--- config.mk ---
export PLATFORM = sky130hd
export DESIGN_NAME = url_stream_parser
export DESIGN_NICKNAME = d
export VERILOG_FILES = /design/src/rtl/core/usp_pkg.sv /design/src/rtl/core/usp_scheme.sv /design/src/rtl/core/usp_authority.sv /design/src/rtl/core/url_stream_parser.sv
export SDC_FILE = /design/constraint.sdc
export NUM_CORES = 1
export LEC_CHECK = 0
export BUFFER_PORTS_ARGS = -buffer_cell sky130_fd_sc_hd__buf_2
export CAP_MARGIN = 20
export CORE_MARGIN = 4
export CORE_UTILIZATION = 28
export DETAILED_ROUTE_END_ITERATION = 10
export SYNTH_ARGS = -nofsm -noshare
export SYNTH_HDL_FRONTEND = slang
export SYNTH_SLANG_ARGS = --single-unit
--- constraint.sdc ---
create_clock -name i_clk -period 17.2 [get_ports i_clk]
set_clock_uncertainty 0.15 [all_clocks]
set_input_delay 0.86 -clock i_clk [delete_from_list [all_inputs] [get_ports i_clk]]
set_output_delay 0.86 -clock i_clk [all_outputs]
set_load 0.05 [all_outputs]
--- src/rtl/core/usp_pkg.sv ---
package usp_pkg;

    localparam int POS_BITS = 16;

    typedef logic [POS_BITS-1:0] t_pos;

    localparam t_pos POS_MAX = '1;

    // byte classes
    localparam logic [2:0] CLS_SCHEME = 3'd0;
    localparam logic [2:0] CLS_DELIM  = 3'd1;
    localparam logic [2:0] CLS_AUTH   = 3'd2;
    localparam logic [2:0] CLS_PATH   = 3'd3;
    localparam logic [2:0] CLS_QUERY  = 3'd4;
    localparam logic [2:0] CLS_FRAG   = 3'd5;

    // error codes, lower code wins except too long
    localparam logic [4:0] ERR_NONE        = 5'd0;
    localparam logic [4:0] ERR_SPACE       = 5'd1;
    localparam logic [4:0] ERR_NO_SCHEME   = 5'd2;
    localparam logic [4:0] ERR_EMPTY_SCH   = 5'd3;
    localparam logic [4:0] ERR_SCH_FIRST   = 5'd4;
    localparam logic [4:0] ERR_SCH_CHAR    = 5'd5;
    localparam logic [4:0] ERR_NO_SLASHES  = 5'd6;
    localparam logic [4:0] ERR_EMPTY_AUTH  = 5'd7;
    localparam logic [4:0] ERR_USERINFO    = 5'd8;
    localparam logic [4:0] ERR_OPEN_BRK    = 5'd9;
    localparam logic [4:0] ERR_EMPTY_HOST  = 5'd10;
    localparam logic [4:0] ERR_AFTER_BRK   = 5'd11;
    localparam logic [4:0] ERR_EMPTY_PORT  = 5'd12;
    localparam logic [4:0] ERR_PORT_CHAR   = 5'd13;
    localparam logic [4:0] ERR_PORT_RANGE  = 5'd14;
    localparam logic [4:0] ERR_PORT_ZERO   = 5'd15;
    localparam logic [4:0] ERR_TOO_LONG    = 5'd16;

    localparam logic [1:0] KIND_OTHER = 2'd0;
    localparam logic [1:0] KIND_HTTP  = 2'd1;
    localparam logic [1:0] KIND_HTTPS = 2'd2;

    localparam logic [15:0] PORT_HTTP  = 16'd80;
    localparam logic [15:0] PORT_HTTPS = 16'd443;
    localparam logic [16:0] PORT_MAX   = 17'd65535;
    localparam logic [16:0] PORT_OVER  = 17'd65536;

    localparam logic [7:0] CH_TAB   = 8'h09;
    localparam logic [7:0] CH_CR    = 8'h0D;
    localparam logic [7:0] CH_SPACE = 8'h20;
    localparam logic [7:0] CH_HASH  = 8'h23;
    localparam logic [7:0] CH_PLUS  = 8'h2B;
    localparam logic [7:0] CH_MINUS = 8'h2D;
    localparam logic [7:0] CH_DOT   = 8'h2E;
    localparam logic [7:0] CH_SLASH = 8'h2F;
    localparam logic [7:0] CH_0     = 8'h30;
    localparam logic [7:0] CH_9     = 8'h39;
    localparam logic [7:0] CH_COLON = 8'h3A;
    localparam logic [7:0] CH_QUEST = 8'h3F;
    localparam logic [7:0] CH_AT    = 8'h40;
    localparam logic [7:0] CH_UA    = 8'h41;
    localparam logic [7:0] CH_UZ    = 8'h5A;
    localparam logic [7:0] CH_LBRK  = 8'h5B;
    localparam logic [7:0] CH_RBRK  = 8'h5D;
    localparam logic [7:0] CH_LA    = 8'h61;
    localparam logic [7:0] CH_LZ    = 8'h7A;
    localparam logic [7:0] CASE_GAP = 8'h20;

    typedef struct packed {
        logic       step;
        logic [7:0] ch;
        t_pos       pos;
        logic       feed;
        logic       start;
        logic       clear;
        t_pos       fin_end;
    } t_auth_ctl;

    typedef struct packed {
        logic [4:0]  code;
        logic        given;
        t_pos        first;
        t_pos        count;
        logic [15:0] port;
    } t_auth_res;

    typedef struct packed {
        logic [7:0] lower;
        logic       bad_first;
        logic       bad_char;
        logic [1:0] match;
    } t_scheme_info;

    function automatic logic [7:0] https_char(input logic [2:0] idx);
        logic [7:0] c;
        case (idx)
            3'd0:    c = 8'h68;
            3'd1:    c = 8'h74;
            3'd2:    c = 8'h74;
            3'd3:    c = 8'h70;
            3'd4:    c = 8'h73;
            default: c = 8'h00;
        endcase
        return c;
    endfunction

    function automatic logic [4:0] first_error(input logic [15:0] flags);
        logic [4:0] code;
        code = ERR_NONE;
        for (int k = 15; k >= 1; k--) begin
            if (flags[k]) begin
                code = 5'(k);
            end
        end
        if (flags[0]) begin
            code = ERR_TOO_LONG;
        end
        return code;
    endfunction

endpackage

--- src/rtl/core/usp_scheme.sv ---
module usp_scheme (
    input  logic [7:0]            i_ch,
    input  usp_pkg::t_pos         i_pos,
    input  logic [1:0]            i_match,
    output usp_pkg::t_scheme_info o_info
);
    import usp_pkg::*;

    logic [7:0] lower;
    logic       alpha;
    logic       digit;
    logic       keep_http;
    logic       keep_https;

    always_comb begin
        lower = ((i_ch >= CH_UA) && (i_ch <= CH_UZ)) ? i_ch + CASE_GAP : i_ch;
        alpha = (lower >= CH_LA) && (lower <= CH_LZ);
        digit = (i_ch >= CH_0) && (i_ch <= CH_9);
        keep_http  = (i_pos < t_pos'(4)) && (lower == https_char(i_pos[2:0]));
        keep_https = (i_pos < t_pos'(5)) && (lower == https_char(i_pos[2:0]));

        o_info.lower     = lower;
        o_info.bad_first = (i_pos == '0) && !alpha;
        o_info.bad_char  = !(alpha || digit) && (i_ch != CH_PLUS) && (i_ch != CH_MINUS)
                           && (i_ch != CH_DOT);
        o_info.match     = {i_match[1] & keep_https, i_match[0] & keep_http};
    end

endmodule

--- src/rtl/core/usp_authority.sv ---
module usp_authority (
    input  logic               i_clk,
    input  logic               i_rst_n,
    input  usp_pkg::t_auth_ctl i_ctl,
    output usp_pkg::t_auth_res o_res
);
    import usp_pkg::*;

    typedef enum logic [2:0] {
        BR_NONE,
        BR_OPEN,
        BR_CLOSED,
        BR_PORT,
        BR_BAD
    } t_br;

    typedef struct packed {
        logic active;
        logic empty;
        logic nondigit;
        logic range;
    } t_seg;

    t_br         r_br,     n_br;
    t_seg        r_seg,    n_seg;
    logic [16:0] r_accum,  n_accum;
    t_pos        r_start,  n_start;
    t_pos        r_colon,  n_colon;
    logic        r_cvalid, n_cvalid;
    logic        r_at,     n_at;

    logic [20:0] prod;
    logic [4:0]  pcode;
    t_pos        len;

    always_comb begin
        n_br     = r_br;
        n_seg    = r_seg;
        n_accum  = r_accum;
        n_start  = r_start;
        n_colon  = r_colon;
        n_cvalid = r_cvalid;
        n_at     = r_at;
        prod     = {4'd0, r_accum} * 21'd10 + {13'd0, i_ctl.ch - CH_0};

        if (i_ctl.feed) begin
            if (i_ctl.ch == CH_AT) begin
                n_at = 1'b1;
            end
            if ((i_ctl.pos == r_start) && (i_ctl.ch == CH_LBRK)) begin
                n_br = BR_OPEN;
            end else begin
                case (r_br)
                    BR_NONE, BR_PORT: begin
                        if ((r_br == BR_NONE) && (i_ctl.ch == CH_COLON)) begin
                            n_cvalid = 1'b1;
                            n_colon  = i_ctl.pos;
                            n_accum  = '0;
                            n_seg    = '{active: 1'b1, empty: 1'b1, default: 1'b0};
                        end else if (r_seg.active) begin
                            n_seg.empty = 1'b0;
                            if (!r_seg.nondigit && !r_seg.range) begin
                                if ((i_ctl.ch < CH_0) || (i_ctl.ch > CH_9)) begin
                                    n_seg.nondigit = 1'b1;
                                end else if (prod > {4'd0, PORT_MAX}) begin
                                    n_accum     = PORT_OVER;
                                    n_seg.range = 1'b1;
                                end else begin
                                    n_accum = prod[16:0];
                                end
                            end
                        end
                    end
                    BR_OPEN: begin
                        if (i_ctl.ch == CH_RBRK) begin
                            n_colon = i_ctl.pos;
                            n_br    = BR_CLOSED;
                        end
                    end
                    BR_CLOSED: begin
                        if (i_ctl.ch == CH_COLON) begin
                            n_br    = BR_PORT;
                            n_accum = '0;
                            n_seg   = '{active: 1'b1, empty: 1'b1, default: 1'b0};
                        end else begin
                            n_br = BR_BAD;
                        end
                    end
                    default: begin
                    end
                endcase
            end
        end
        if (i_ctl.start) begin
            n_start = i_ctl.pos + t_pos'(1);
        end
    end

    // host/port split on the updated state
    always_comb begin
        if (n_seg.empty)         pcode = ERR_EMPTY_PORT;
        else if (n_seg.nondigit) pcode = ERR_PORT_CHAR;
        else if (n_seg.range)    pcode = ERR_PORT_RANGE;
        else if (n_accum == '0)  pcode = ERR_PORT_ZERO;
        else                     pcode = ERR_NONE;

        len         = i_ctl.fin_end - n_start;
        o_res.code  = ERR_NONE;
        o_res.given = 1'b0;
        o_res.first = n_start;
        o_res.count = len;
        o_res.port  = n_accum[15:0];

        if (len == '0) begin
            o_res.code = ERR_EMPTY_AUTH;
        end else if (n_at) begin
            o_res.code = ERR_USERINFO;
        end else if (n_br != BR_NONE) begin
            o_res.first = n_start + t_pos'(1);
            o_res.count = n_colon - n_start - t_pos'(1);
            if (n_br == BR_OPEN) begin
                o_res.code = ERR_OPEN_BRK;
            end else if (o_res.count == '0) begin
                o_res.code = ERR_EMPTY_HOST;
            end else if (n_br == BR_BAD) begin
                o_res.code = ERR_AFTER_BRK;
            end else if (n_br == BR_PORT) begin
                o_res.code  = pcode;
                o_res.given = 1'b1;
            end
        end else if (n_cvalid) begin
            o_res.count = n_colon - n_start;
            o_res.given = 1'b1;
            if (pcode != ERR_NONE) begin
                o_res.code = pcode;
            end else if (o_res.count == '0) begin
                o_res.code = ERR_EMPTY_HOST;
            end
        end
    end

    always_ff @(posedge i_clk) begin
        if (!i_rst_n || (i_ctl.step && i_ctl.clear)) begin
            r_br     <= BR_NONE;
            r_seg    <= '0;
            r_accum  <= '0;
            r_start  <= '0;
            r_colon  <= '0;
            r_cvalid <= 1'b0;
            r_at     <= 1'b0;
        end else if (i_ctl.step) begin
            r_br     <= n_br;
            r_seg    <= n_seg;
            r_accum  <= n_accum;
            r_start  <= n_start;
            r_colon  <= n_colon;
            r_cvalid <= n_cvalid;
            r_at     <= n_at;
        end
    end

endmodule

--- src/rtl/core/url_stream_parser.sv ---
// URL byte parser. One byte per beat goes in, one tagged byte per beat comes out, at a sustained
// rate of one beat per cycle while i_stall is low; each byte passes an input register, then the
// result register. The beat flagged last carries the summary: first error by priority (too
// long above all), effective port (explicit, else 80 for http, 443 for https, else 0), the
// explicit-port flag, host offset and length, and the scheme kind. Summary fields read zero on
// other beats and, apart from the error code, whenever an error is reported. After the last
// beat the parser starts a fresh URL with the next byte.
module url_stream_parser (
    input  logic        i_clk,
    input  logic        i_rst_n,
    input  logic        i_valid,
    output logic        o_stall,
    input  logic [7:0]  i_char_in,
    input  logic        i_is_last,
    output logic        o_valid,
    input  logic        i_stall,
    output logic [7:0]  o_char_out,
    output logic [2:0]  o_byte_class,
    output logic        o_done_res,
    output logic [4:0]  o_error_code,
    output logic [15:0] o_port_number,
    output logic        o_port_given,
    output logic [15:0] o_host_first,
    output logic [15:0] o_host_count,
    output logic [1:0]  o_scheme_kind
);
    import usp_pkg::*;

    typedef enum logic [2:0] {
        PH_SCHEME,
        PH_SLASH1,
        PH_SLASH2,
        PH_AUTH,
        PH_PATH,
        PH_QUERY,
        PH_FRAG
    } t_phase;

    typedef struct packed {
        logic [2:0] cls;
        t_phase     ph;
    } t_tail;

    function automatic t_tail tail(input t_phase ph, input logic [7:0] ch);
        t_tail t;
        t.ph  = ph;
        if (ph == PH_FRAG) begin
            t.cls = CLS_FRAG;
        end else if (ch == CH_HASH) begin
            t.cls = CLS_DELIM;
            t.ph  = PH_FRAG;
        end else if (ph == PH_QUERY) begin
            t.cls = CLS_QUERY;
        end else if (ch == CH_QUEST) begin
            t.cls = CLS_DELIM;
            t.ph  = PH_QUERY;
        end else begin
            t.cls = CLS_PATH;
        end
        return t;
    endfunction

    // input stage
    logic        r_s1_valid;
    logic [7:0]  r_s1_char;
    logic        r_s1_last;

    // per-URL state
    t_phase      r_phase, n_phase;
    t_pos        r_pos,   n_pos;
    logic [1:0]  r_match, n_match;
    logic [15:0] r_flags, n_flags;
    logic [1:0]  r_kind,  n_kind;
    logic        r_given, n_given;
    t_pos        r_first, n_first;
    t_pos        r_count, n_count;

    // result stage
    logic        r_out_valid;
    logic [7:0]  r_char,  n_char;
    logic [2:0]  r_cls,   n_cls;
    logic        r_done;
    logic [4:0]  r_err,   n_err;
    logic [15:0] r_port,  n_port;
    logic        r_pgiven, n_pgiven;
    logic [15:0] r_hfirst, n_hfirst;
    logic [15:0] r_hcount, n_hcount;
    logic [1:0]  r_okind, n_okind;

    logic         adv;
    logic         accept;
    logic         term;
    logic         do_fin;
    t_tail        tl;
    t_scheme_info sch;
    t_auth_ctl    actl;
    t_auth_res    ares;

    assign adv     = r_s1_valid && (!r_out_valid || !i_stall);
    assign o_stall = r_s1_valid && !adv;
    assign accept  = i_valid && !o_stall;

    assign term = (r_s1_char == CH_SLASH) || (r_s1_char == CH_QUEST) || (r_s1_char == CH_HASH);

    usp_scheme u_scheme (
        .i_ch    (r_s1_char),
        .i_pos   (r_pos),
        .i_match (r_match),
        .o_info  (sch)
    );

    always_comb begin
        actl.step    = adv;
        actl.ch      = r_s1_char;
        actl.pos     = r_pos;
        actl.feed    = (r_phase == PH_AUTH) && !term;
        actl.start   = (r_phase == PH_SLASH2) && (r_s1_char == CH_SLASH);
        actl.clear   = r_s1_last;
        actl.fin_end = ((r_phase == PH_AUTH) && term) ? r_pos : r_pos + t_pos'(1);
    end

    usp_authority u_authority (
        .i_clk   (i_clk),
        .i_rst_n (i_rst_n),
        .i_ctl   (actl),
        .o_res   (ares)
    );

    always_comb begin
        n_phase = r_phase;
        n_match = r_match;
        n_flags = r_flags;
        n_kind  = r_kind;
        n_given = r_given;
        n_first = r_first;
        n_count = r_count;
        n_char  = r_s1_char;
        n_cls   = CLS_PATH;
        tl      = tail(PH_PATH, r_s1_char);

        // position saturates; hitting the top marks the URL too long
        if (r_pos == POS_MAX) begin
            n_pos      = r_pos;
            n_flags[0] = 1'b1;
        end else begin
            n_pos = r_pos + t_pos'(1);
        end

        if ((r_s1_char == CH_SPACE) || ((r_s1_char >= CH_TAB) && (r_s1_char <= CH_CR))) begin
            n_flags[ERR_SPACE[3:0]] = 1'b1;
        end

        case (r_phase)
            PH_SCHEME: begin
                if (r_s1_char == CH_COLON) begin
                    n_cls   = CLS_DELIM;
                    n_phase = PH_SLASH1;
                    if (r_pos == '0) begin
                        n_flags[ERR_EMPTY_SCH[3:0]] = 1'b1;
                    end
                    if ((r_pos == t_pos'(4)) && r_match[0]) begin
                        n_kind = KIND_HTTP;
                    end else if ((r_pos == t_pos'(5)) && r_match[1]) begin
                        n_kind = KIND_HTTPS;
                    end
                end else begin
                    n_cls   = CLS_SCHEME;
                    n_char  = sch.lower;
                    n_match = sch.match;
                    if (sch.bad_first) n_flags[ERR_SCH_FIRST[3:0]] = 1'b1;
                    if (sch.bad_char)  n_flags[ERR_SCH_CHAR[3:0]]  = 1'b1;
                end
            end
            PH_SLASH1, PH_SLASH2: begin
                if (r_s1_char == CH_SLASH) begin
                    n_cls   = CLS_DELIM;
                    n_phase = (r_phase == PH_SLASH1) ? PH_SLASH2 : PH_AUTH;
                end else begin
                    n_flags[ERR_NO_SLASHES[3:0]] = 1'b1;
                    n_cls   = tl.cls;
                    n_phase = tl.ph;
                end
            end
            PH_AUTH: begin
                if (term) begin
                    n_cls   = tl.cls;
                    n_phase = tl.ph;
                end else begin
                    n_cls = CLS_AUTH;
                end
            end
            default: begin
                tl      = tail(r_phase, r_s1_char);
                n_cls   = tl.cls;
                n_phase = tl.ph;
            end
        endcase

        // end-of-URL checks on the phase reached after this byte
        if (r_s1_last) begin
            if (n_phase == PH_SCHEME) begin
                n_flags[ERR_NO_SCHEME[3:0]] = 1'b1;
            end else if ((n_phase == PH_SLASH1) || (n_phase == PH_SLASH2)) begin
                n_flags[ERR_NO_SLASHES[3:0]] = 1'b1;
            end
        end

        // authority closes on its terminator or at the end of the URL, even if it just opened
        do_fin = ((r_phase == PH_AUTH) && term) || (r_s1_last && (n_phase == PH_AUTH));
        if (do_fin) begin
            if (ares.code != ERR_NONE) begin
                n_flags[ares.code[3:0]] = 1'b1;
            end else begin
                n_given = ares.given;
                n_first = ares.first;
                n_count = ares.count;
            end
        end

        n_err    = r_s1_last ? first_error(n_flags) : ERR_NONE;
        n_port   = '0;
        n_pgiven = 1'b0;
        n_hfirst = '0;
        n_hcount = '0;
        n_okind  = KIND_OTHER;
        if (r_s1_last && (n_err == ERR_NONE)) begin
            if (n_given) begin
                n_port = ares.port;
            end else if (n_kind == KIND_HTTP) begin
                n_port = PORT_HTTP;
            end else if (n_kind == KIND_HTTPS) begin
                n_port = PORT_HTTPS;
            end
            n_pgiven = n_given;
            n_hfirst = 16'(n_first);
            n_hcount = 16'(n_count);
            n_okind  = n_kind;
        end
    end

    always_ff @(posedge i_clk) begin
        if (!i_rst_n) begin
            r_s1_valid  <= 1'b0;
            r_out_valid <= 1'b0;
            r_phase     <= PH_SCHEME;
            r_pos       <= '0;
            r_match     <= 2'b11;
            r_flags     <= '0;
            r_kind      <= KIND_OTHER;
            r_given     <= 1'b0;
            r_first     <= '0;
            r_count     <= '0;
        end else begin
            if (accept) begin
                r_s1_valid <= 1'b1;
                r_s1_char  <= i_char_in;
                r_s1_last  <= i_is_last;
            end else if (adv) begin
                r_s1_valid <= 1'b0;
            end

            if (adv) begin
                r_out_valid <= 1'b1;
                r_char      <= n_char;
                r_cls       <= n_cls;
                r_done      <= r_s1_last;
                r_err       <= n_err;
                r_port      <= n_port;
                r_pgiven    <= n_pgiven;
                r_hfirst    <= n_hfirst;
                r_hcount    <= n_hcount;
                r_okind     <= n_okind;
                if (r_s1_last) begin
                    r_phase <= PH_SCHEME;
                    r_pos   <= '0;
                    r_match <= 2'b11;
                    r_flags <= '0;
                    r_kind  <= KIND_OTHER;
                    r_given <= 1'b0;
                    r_first <= '0;
                    r_count <= '0;
                end else begin
                    r_phase <= n_phase;
                    r_pos   <= n_pos;
                    r_match <= n_match;
                    r_flags <= n_flags;
                    r_kind  <= n_kind;
                    r_given <= n_given;
                    r_first <= n_first;
                    r_count <= n_count;
                end
            end else if (!i_stall) begin
                r_out_valid <= 1'b0;
            end
        end
    end

    assign o_valid       = r_out_valid;
    assign o_char_out    = r_char;
    assign o_byte_class  = r_cls;
    assign o_done_res    = r_done;
    assign o_error_code  = r_err;
    assign o_port_number = r_port;
    assign o_port_given  = r_pgiven;
    assign o_host_first  = r_hfirst;
    assign o_host_count  = r_hcount;
    assign o_scheme_kind = r_okind;

endmodule
==> flow_summary_export.csv, run 1 <==
group,metric,value,unit
timing,rsz0062_at_grt,"no",
timing,fin_tns_setup,0,ns
drt,drt_iter0_markers,1017,
global_route,grt_pass1_vias,14300,
timing,setup_viol,0,
pwr,p_leak,6.63,nW
timing,hold_viol_final,0,
synthesis,async_flop_share,0,%
clock_network,clk_path_buf_depth,3,
place,dp_cells,2709,
timing,fmax,116,MHz
synthesis,synthMuxAreaShare,3.29,%
cells_and_area,regArea,4950,sq um
floorplanning,rows,87,
pwr,vdd_drop_max,0.0510,mV
critical_path,crit_family,"simple AND/OR/NAND/NOR gates",
pwr,p_clk_share,43.5,%
floorplanning,initial_core_util,28.3,%
clock_network,cts_tree,"yes",
drt,drc_errors,0,
clock_network,cts.htree.levels,1,
drt,ant_nets,0,
timing,holdWs,0.318,ns
timing,period_share,50.0,%
synthesis,synth_seq_area_share,31.0,%
cells_and_area,layout_common_cells,"230 x nor2_1, 179 x nand2_1, 168 x a21oi_1",
critical_path,worstPathRequired,17.43,ns
clock_network,cts-buffers-inserted,25,
synthesis,syn_inst,1981,
drt,wl_per_cell,19.1,um
drt,dr_wl_met2,26.3,mm
cells_and_area,synthToLayoutAreaGrowth,12.2,%
cells_and_area,antenna_cells,0,
floorplanning,die_h,247,um
synthesis,synth-seq-cells,209,
cells_and_area,nNetsFinal,2084,
floorplanning,core,56400,sq um
synthesis,synthAdderAreaFrac,7.16,%
clock_network,postCtsHoldBufs,0,
synthesis,syn-num-nets,2083,
pwr,combPwrFrac,16.2,%
flow_run,max-cap-violations,0,
synthesis,syn_area,16000,sq um
floorplanning,ioPinCount,83,
drt,firstDrtPassIters,6,
pwr,p_total,1.32,mW
critical_path,cp_slowest_cell,"nor4_1",
pwr,p_int,0.945,mW
global_route,grt.total_usage,16.6,%
synthesis,synth_cell_types,99,
clock_network,path_clk_slew,0.06,ns
drt,via_count,14900,
synthesis,avgSynthCellArea,8.06,sq um
cells_and_area,fillers,5942,
critical_path,critPathArrivalTime,8.83,ns
timing,slew_headroom,35.9,%
pwr,p_seq_share,40.3,%
floorplanning,fp.dieW,247,um
clock_network,post_cts_buffers,0,
global_route,antenna_found_initial,0,
clock_network,cts_root_buffer,"clkbuf_16",
critical_path,critPathBufInv,2,
timing,worst_pin_slew,0.953,ns
cells_and_area,multi_input_area,10300,sq um
critical_path,end_kind,"register",
clock_network,cts.sinks,209,
drt,routed_via_density,5.42,
pwr,p_switching,0.372,mW
timing,drv_slew,0,
timing,fin_crit,8.60,ns
synthesis,yosys.area_share.simple,22.9,%
cells_and_area,final_util,31.8,%
pwr,sw_frac_of_total,28.3,%
floorplanning,dieArea,60900,sq um
synthesis,synth_compound_area_share,24.2,%
global_route,grt_first_pass_wirelength,82.0,mm
clock_network,insertion_delay,0.56,ns
critical_path,path_class,"reg -> reg",
clock_network,post_cts_resized,0,
synthesis,yosys_warnings,0,
pwr,cellPowerDensity,73.5,nW/um^2
cells_and_area,fin_cells,2757,
place,io_buffers,82,
synthesis,synth_top_flop_cell,"dfxtp_1",
critical_path,cp-start-kind,"register",
drt,highest_layer,"met4",
critical_path,cp_max_fo,51,
critical_path,critPathMaxStageDelay,0.88,ns
drt,finalWirelength,52.7,mm
synthesis,synth_top_family_by_area,"compound AO/OA/AOI/OAI gates",
cells_and_area,final_common_cell,"nor2_1",
drt,wl_met3,1.93,mm
synthesis,synth_xor_xnor_area_share,6.84,%
place,place_hpwl,39.5,mm
synthesis,synth_edf_count,77,
drt,wl_met1,22.9,mm
global_route,grt_max_degree,73,
cells_and_area,drive_gt1_share,10.2,%
place,place_congestion,0.929,
worst_hold_path,hold_path_class,"reg -> reg",
global_route,gr-total-overflow,0,
run_status,status,"finished clean",
[per-layer routing]
| metal | up-vias | global-route usage, % |
|---|---|---|
| li1 | 7261 | - |
| met1 | 7229 | 21.1 |
| met2 | 377 | 30.3 |
| met3 | 81 | 1.15 |
| met4 | 0 | 4.96 |
| met5 | - | 0 |
[cells by family after synthesis]
family,Yosys count
simple gates,752
compound gates,577
flops,209
buf+inv,183
xor+xnor,123
fa+ha+maj,89
mux,48
[tightest hold or removal path, delay by kind of cell, from the launching register on]
kind | cells | cell delay (ns)
flops | 1 | 0.32
simple gates | 1 | 0.07
compound gates | 1 | 0.04
[sequential cells by signal, indices dropped and copies added, names as in the netlist, 2 cells and up]
name,cells
o_byte_class,3
o_char_out,8
o_error_code,5
o_host_count,16
o_host_first,16
o_port_number,16
o_scheme_kind,2
r_count,16
r_first,16
r_flags,16
r_kind,2
r_match,2
r_phase,3
r_pos,16
r_s1_char,8
u_authority.r_accum,17
u_authority.r_br,3
u_authority.r_colon,16
u_authority.r_seg,4
u_authority.r_start,16
[power groups by stage]
stage	Combinational, mW	Sequential, mW	Clock, mW
global placement	0.210	0.541	0
finish	0.213	0.531	0.573
detailed placement	0.210	0.541	0
global route	0.232	0.532	0.603
floorplan	0.143	0.555	0
CTS	0.211	0.531	0.585
[metrics by stage]
step	setup WS [ns]	instance area [sq um]
2_1_floorplan	10.20	16000
3_3_place_gp	8.66	17000
3_5_place_dp	8.41	17000
4_1_cts	8.36	17900
5_1_grt	8.01	17900
6_report	8.60	17900
[path summary, 6_finish.rpt]
| check | from | to | slack [ns] | cells past startpoint |
|---|---|---|---|---|
| hold / removal | r_flags[0] | r_flags[0] | 0.32 | 2 |
| setup reg to reg | r_s1_char[4] | o_host_count[0] | 8.60 | 27 |
| setup / recovery | r_s1_char[4] | o_host_count[0] | 8.60 | 27 |
| hold reg to reg | r_flags[0] | r_flags[0] | 0.32 | 2 |
[synthesized netlist by cell type (8+ instances only)]
cell type    n  share of area (%)
a22oi_1     70                3.3
nand3_1     45                1.4
mux2_2      20                1.4
nand3b_1    10               0.47
buf_2       20               0.63
clkbuf_1    96                2.3
xnor2_1     83                4.6
dfxtp_1    132                 17
edfxtp_1    77                 14
nand2b_1    18               0.71
nand4_1     19               0.74
and4_1       8               0.44
and2_1      24               0.94
ha_1        85                6.7
nor3_1      55                1.7
buf_1        8               0.19
a211oi_1    14               0.66
o211ai_1    26                1.2
o22ai_1     15               0.59
mux2_1      16                1.1
a21o_1      30                1.4
o21a_1      14               0.66
inv_1       54                1.3
a21oi_1    168                5.3
o21ai_0     79                2.5
nor2b_1     54                2.1
a31oi_1     20               0.78
xor2_1      38                2.1
a21boi_0     8               0.38
o2111ai_1   10               0.55
nor4_1      22               0.86
mux2i_1     12               0.75
nor2_1     232                5.5
or3_1       15               0.59
and3_1      24               0.94
o31ai_1      9               0.42
nand2_1    181                4.3
[cell type report]
cell class | count | share of cell area, %
timing repair buffer | 100 | 3.14
clock inverter | 10 | 0.894
multi-input combinational | 1589 | 57.8
tap | 756 | 5.28
clock buffer | 36 | 4.06
inverter | 57 | 1.19
sequential | 209 | 27.7
(Power assumes the default switching activity.)
==> inputs of run 2 (changes only) <==
==> constraint.sdc (replaced) <==
create_clock -name i_clk -period 8.5 [get_ports i_clk]
set_clock_uncertainty 0.15 [all_clocks]
set_input_delay 0.425 -clock i_clk [delete_from_list [all_inputs] [get_ports i_clk]]
set_output_delay 0.425 -clock i_clk [all_outputs]
set_load 0.05 [all_outputs]
==> run 2 against run 1 <==
  * Largest power group unchanged
  * Combinational power increased by 120%
  * First-iteration DRC count rose by 6.5%
  * Register-to-register slack worse by 7.9 ns
  * Core utilization rose by 0.55 points
  * Sequential power rose by 100%
==> flow_summary_export.csv, run 2 (same netlist as run 1, synthesis figures left out) <==
group,metric,value,unit
pwr,p_int,1.88,mW
cells_and_area,regMostFlops,"u_authority.r_accum",
timing,rsz0062_at_grt,"no",
critical_path,cp-start-kind,"register",
timing,worst_pin_slew,1.07,ns
cells_and_area,final_common_cell,"nor2_1",
floorplanning,initial_core_util,28.3,%
place,place_hpwl,40.0,mm
cells_and_area,synthToLayoutAreaGrowth,14.1,%
clock_network,cts_root_buffer,"clkbuf_16",
global_route,grt_pass1_vias,14900,
flow_run,max-cap-violations,0,
cells_and_area,nNetsFinal,2126,
cells_and_area,layout_common_cells,"230 x nor2_1, 179 x nand2_1, 168 x a21oi_1",
critical_path,worst-path-stages,25,
pwr,cellPowerDensity,147,nW/um^2
pwr,combPwrFrac,17.5,%
critical_path,path_class,"reg -> reg",
run_status,status,"finished clean",
clock_network,clk_path_buf_depth,3,
timing,hold_viol_final,0,
critical_path,crit_family,"simple AND/OR/NAND/NOR gates",
drt,ant_nets,0,
pwr,p_seq_share,40.0,%
cells_and_area,regArea,4950,sq um
critical_path,end_kind,"register",
clock_network,cts_tree,"yes",
floorplanning,dieArea,60900,sq um
global_route,grt.total_usage,16.9,%
floorplanning,ioPinCount,83,
clock_network,cts-buffers-inserted,26,
place,place_congestion,0.909,
drt,drt_iter0_markers,1083,
critical_path,cp_max_fo,36,
drt,wl_per_cell,18.9,um
critical_path,cp_slowest_cell,"xnor2_1",
critical_path,rr_worst_depth,25,
drt,firstDrtPassIters,5,
timing,period_share,92.4,%
floorplanning,die_h,247,um
floorplanning,rows,87,
place,io_buffers,82,
pwr,vdd_drop_max,0.137,mV
worst_hold_path,hold_path_class,"in -> reg",
floorplanning,fp.dieW,247,um
cells_and_area,drive_gt1_share,11.6,%
critical_path,critPathMaxStageDelay,0.65,ns
clock_network,insertion_delay,0.56,ns
clock_network,cts.htree.levels,1,
cells_and_area,largest_reg_flops,17,
floorplanning,core,56400,sq um
timing,setup_viol,0,
pwr,p_leak,6.79,nW
critical_path,critPathArrivalTime,7.99,ns
global_route,antenna_found_initial,0,
clock_network,post_cts_buffers,0,
clock_network,cts.sinks,209,
drt,finalWirelength,52.9,mm
timing,fin_crit,7.85,ns
pwr,p_clk_share,42.5,%
timing,drv_slew,0,
timing,slew_headroom,26.6,%
pwr,p_total,2.67,mW
critical_path,critPathBufInv,3,
pwr,p_switching,0.795,mW
drt,via_count,15200,
timing,fin_tns_setup,0,ns
worst_hold_path,min_path_cells,3,
cells_and_area,fillers,5973,
pwr,sw_frac_of_total,29.7,%
drt,drc_errors,0,
global_route,grt_max_degree,66,
clock_network,path_clk_slew,0.06,ns
timing,fmax,127,MHz
global_route,gr-total-overflow,0,
cells_and_area,multi_input_area,10300,sq um
global_route,grt_first_pass_wirelength,83.5,mm
critical_path,worstPathRequired,8.64,ns
drt,routed_via_density,5.42,
[run 2: power groups by stage]
stage	clock network (mW)	logic (mW)	registers, mW
after global routing	1.20	0.508	1.07
after global placement	0	0.454	1.09
after detailed placement	0	0.456	1.09
after CTS	1.16	0.462	1.07
final	1.14	0.467	1.07
after floorplan	0	0.289	1.12
[run 2: per-layer routing]
layer  global-route usage, %  share of wire (%)  routed length [um]  vias up
met2                    28.5                 47               24800      466
met5                       0                  0                   0        -
li1                        -                  -                   -     7328
met4                    8.21                5.1                2690        0
met3                    2.20                5.3                2800      126
met1                    21.4                 43               22600     7265
[run 2: layout make-up]
| type | count | area share [%] |
|---|---|---|
| diodes | 1 | 0.0137 |
| clock buffers | 32 | 3.75 |
| clock inverters | 16 | 0.996 |
| inverters | 57 | 1.17 |
| multi-input cells | 1589 | 56.8 |
| flip-flops and latches | 209 | 27.2 |
| well taps | 756 | 5.19 |
| repair buffers | 141 | 4.89 |
[run 2: worst paths after layout]
check,slack (ns),start,end
setup reg to reg,0.65,r_s1_char[5],o_host_count[11]
hold reg to reg,0.31,r_match[0],r_match[0]
hold / removal,0.03,i_stall,o_valid
setup / recovery,0.65,r_s1_char[5],o_host_count[11]
[run 2: worst register-to-register path, delay by kind of cell (launching register included)]
family | cells | cell delay [ns]
AND/OR/NAND/NOR | 11 | 2.92
AO/OA/AOI/OAI | 8 | 1.86
buffers and inverters | 3 | 0.79
XOR/XNOR | 1 | 0.65
flip-flops | 1 | 0.55
adder cells (fa/ha/maj) | 2 | 0.69
[run 2: timing repair]
item                                    CTS  global route
hold buffers                             10             0
endpoints found under the setup margin    0             4
hold endpoints to repair                 10             0
resized for setup                         0             1
[run 2: through the flow]
step / setup WS (ns) / utilization (%) / hold WS, ns / instances / cell area, sq um
global placement: 0.730 / 30.6 / 0.296 / 2742 / 17200
global route: 0.0731 / 32.3 / 0.0350 / 2800 / 18200
finish: 0.649 / 32.3 / 0.0318 / 2801 / 18200
detailed placement: 0.639 / 30.6 / 0.304 / 2742 / 17200
CTS: 0.624 / 32.3 / 0.00413 / 2800 / 18200
floorplan: 1.50 / - / 0.285 / 1981 / 16000
==> inputs of run 3 (changes only) <==
--- a/config.mk
+++ b/config.mk
@@ -7,9 +7,12 @@
 export LEC_CHECK = 0
 export BUFFER_PORTS_ARGS = -buffer_cell sky130_fd_sc_hd__buf_2
 export CAP_MARGIN = 20
+export CELL_PAD_IN_SITES_DETAIL_PLACEMENT = 1
+export CELL_PAD_IN_SITES_GLOBAL_PLACEMENT = 1
 export CORE_MARGIN = 4
 export CORE_UTILIZATION = 28
 export DETAILED_ROUTE_END_ITERATION = 10
+export PLACE_DENSITY_LB_ADDON = 0.1
 export SYNTH_ARGS = -nofsm -noshare
 export SYNTH_HDL_FRONTEND = slang
 export SYNTH_SLANG_ARGS = --single-unit
==> run 3 against run 2 <==
  * Worst setup slack got worse by 0.080 ns
  * Clock-buffer cell count increased by 4
  * Register-to-register slack got worse by 0.08 ns
  * Flip-flop and latch count unchanged
  * Via count increased by 0.65%
  * Total power increased by 0.69%
==> flow_summary_export.csv, run 3 (same netlist as run 1, synthesis figures left out) <==
group,metric,value,unit
critical_path,rr_worst_depth,26,
floorplanning,rows,87,
clock_network,cts_tree,"yes",
timing,period_share,93.3,%
drt,finalWirelength,61.7,mm
clock_network,clk_path_buf_depth,3,
cells_and_area,fillers,6807,
timing,setup_viol,0,
run_status,status,"finished clean",
critical_path,cp_max_fo,17,
floorplanning,die_h,247,um
critical_path,cp-start-kind,"register",
drt,wl_per_cell,21.9,um
clock_network,cts-buffers-inserted,29,
global_route,grt_max_degree,68,
timing,slew_headroom,38.3,%
floorplanning,fp.dieW,247,um
flow_run,max-cap-violations,0,
critical_path,worstPathRequired,8.67,ns
global_route,antenna_found_initial,3,
timing,hold_viol_final,0,
drt,routed_via_density,5.43,
cells_and_area,layout_common_cells,"229 x nor2_1, 179 x nand2_1, 167 x a21oi_1",
critical_path,critPathArrivalTime,8.10,ns
place,place_ws,0.328,ns
drt,drc_errors,0,
cells_and_area,fin_area,18400,sq um
floorplanning,core,56400,sq um
place,place_hpwl,46.7,mm
global_route,grt.total_usage,19.9,%
cells_and_area,nNetsFinal,2139,
critical_path,critPathMaxStageDelay,0.66,ns
timing,fin_tns_setup,0,ns
floorplanning,ioPinCount,83,
cells_and_area,synthToLayoutAreaGrowth,14.9,%
place,place_congestion,0.924,
cells_and_area,drive_gt1_share,12.2,%
clock_network,path_clk_slew,0.06,ns
timing,drv_slew,0,
cells_and_area,largest_reg_flops,17,
drt,firstDrtPassIters,5,
critical_path,cp_slowest_cell,"a22oi_1",
clock_network,cts.sinks,209,
timing,rsz0062_at_grt,"no",
critical_path,crit_top_cell,"a21o_1",
drt,via_count,15300,
pwr,p_leak,6.86,nW
pwr,cellPowerDensity,147,nW/um^2
timing,holdWs,0.323,ns
clock_network,cts_root_buffer,"clkbuf_16",
timing,worst_pin_slew,0.923,ns
worst_hold_path,min_path_cells,2,
pwr,vdd_drop_max,0.128,mV
floorplanning,initial_core_util,28.3,%
global_route,grt_pass1_vias,15600,
floorplanning,dieArea,60900,sq um
timing,fin_crit,7.93,ns
cells_and_area,regMostFlops,"u_authority.r_accum",
clock_network,cts.htree.levels,1,
global_route,gr-total-overflow,0,
critical_path,end_kind,"register",
drt,ant_nets,0,
place,placed_cell_area,17300,sq um
global_route,grt_first_pass_wirelength,95.8,mm
drt,drt_iter0_markers,758,
worst_hold_path,hold_path_class,"reg -> reg",
cells_and_area,antenna_cells,0,
clock_network,insertion_delay,0.58,ns
critical_path,path_class,"reg -> reg",
pwr,p_total,2.69,mW
place,io_buffers,82,
timing,fmax,126,MHz
cells_and_area,final_common_cell,"nor2_1",
timing,layout_setup_ws,0.570,ns
run 3: worst paths after layout:
check                             startpoint               to  slack (ns)
worst max register to register  r_s1_char[5]  o_error_code[0]        0.57
worst min register to register    r_flags[0]       r_flags[0]        0.32
worst min-delay path              r_flags[0]       r_flags[0]        0.32
worst max-delay path            r_s1_char[5]  o_error_code[0]        0.57
run 3: through the flow:
step           instances  utilization [%]
2_1_floorplan       1981                -
3_3_place_gp        2750             30.7
3_5_place_dp        2750             30.7
4_1_cts             2815             32.5
5_1_grt             2816             32.6
6_report            2816             32.6
run 3: layout make-up:
class                   count  area (sq um)  area share (%)
well taps                 756           946            5.15
clock buffers              36           752            4.10
flip-flops and latches    209          4950            27.0
multi-input cells        1589         10400            56.5
repair buffers            151           981            5.34
inverters                  57           214            1.17
clock inverters            18           129           0.702
run 3: layer usage:
metal	vias to the layer above	global-route usage [%]	part of all wire, %
met5	-	0	0
met4	0	3.24	1.5
met3	52	1.92	2.5
met2	191	34.6	48
met1	7688	27.3	48
li1	7353	-	-
run 3: worst max-delay path: cells and delay by family (launching register included):
| kind | cells | cell delay [ns] |
|---|---|---|
| AO/OA/AOI/OAI | 11 | 3.11 |
| AND/OR/NAND/NOR | 8 | 1.75 |
| XOR/XNOR | 2 | 0.68 |
| flip-flops | 1 | 0.56 |
| adder cells (fa/ha/maj) | 2 | 0.56 |
| buffers and inverters | 2 | 0.47 |
| multiplexers | 1 | 0.38 |
run 3: timing repair:
item,4_1_cts,5_1_grt
setup buffers,0,0
hold buffers,11,0
endpoints found under the setup margin,0,78
endpoints found under the hold margin,11,0
gates resized for setup,0,6
run 3: power by group:
part	leakage, nW	internal [mW]	switching [mW]
Clock	0.428	0.656	0.491
Sequential	1.75	1.06	0.0165
Combinational	4.68	0.158	0.313
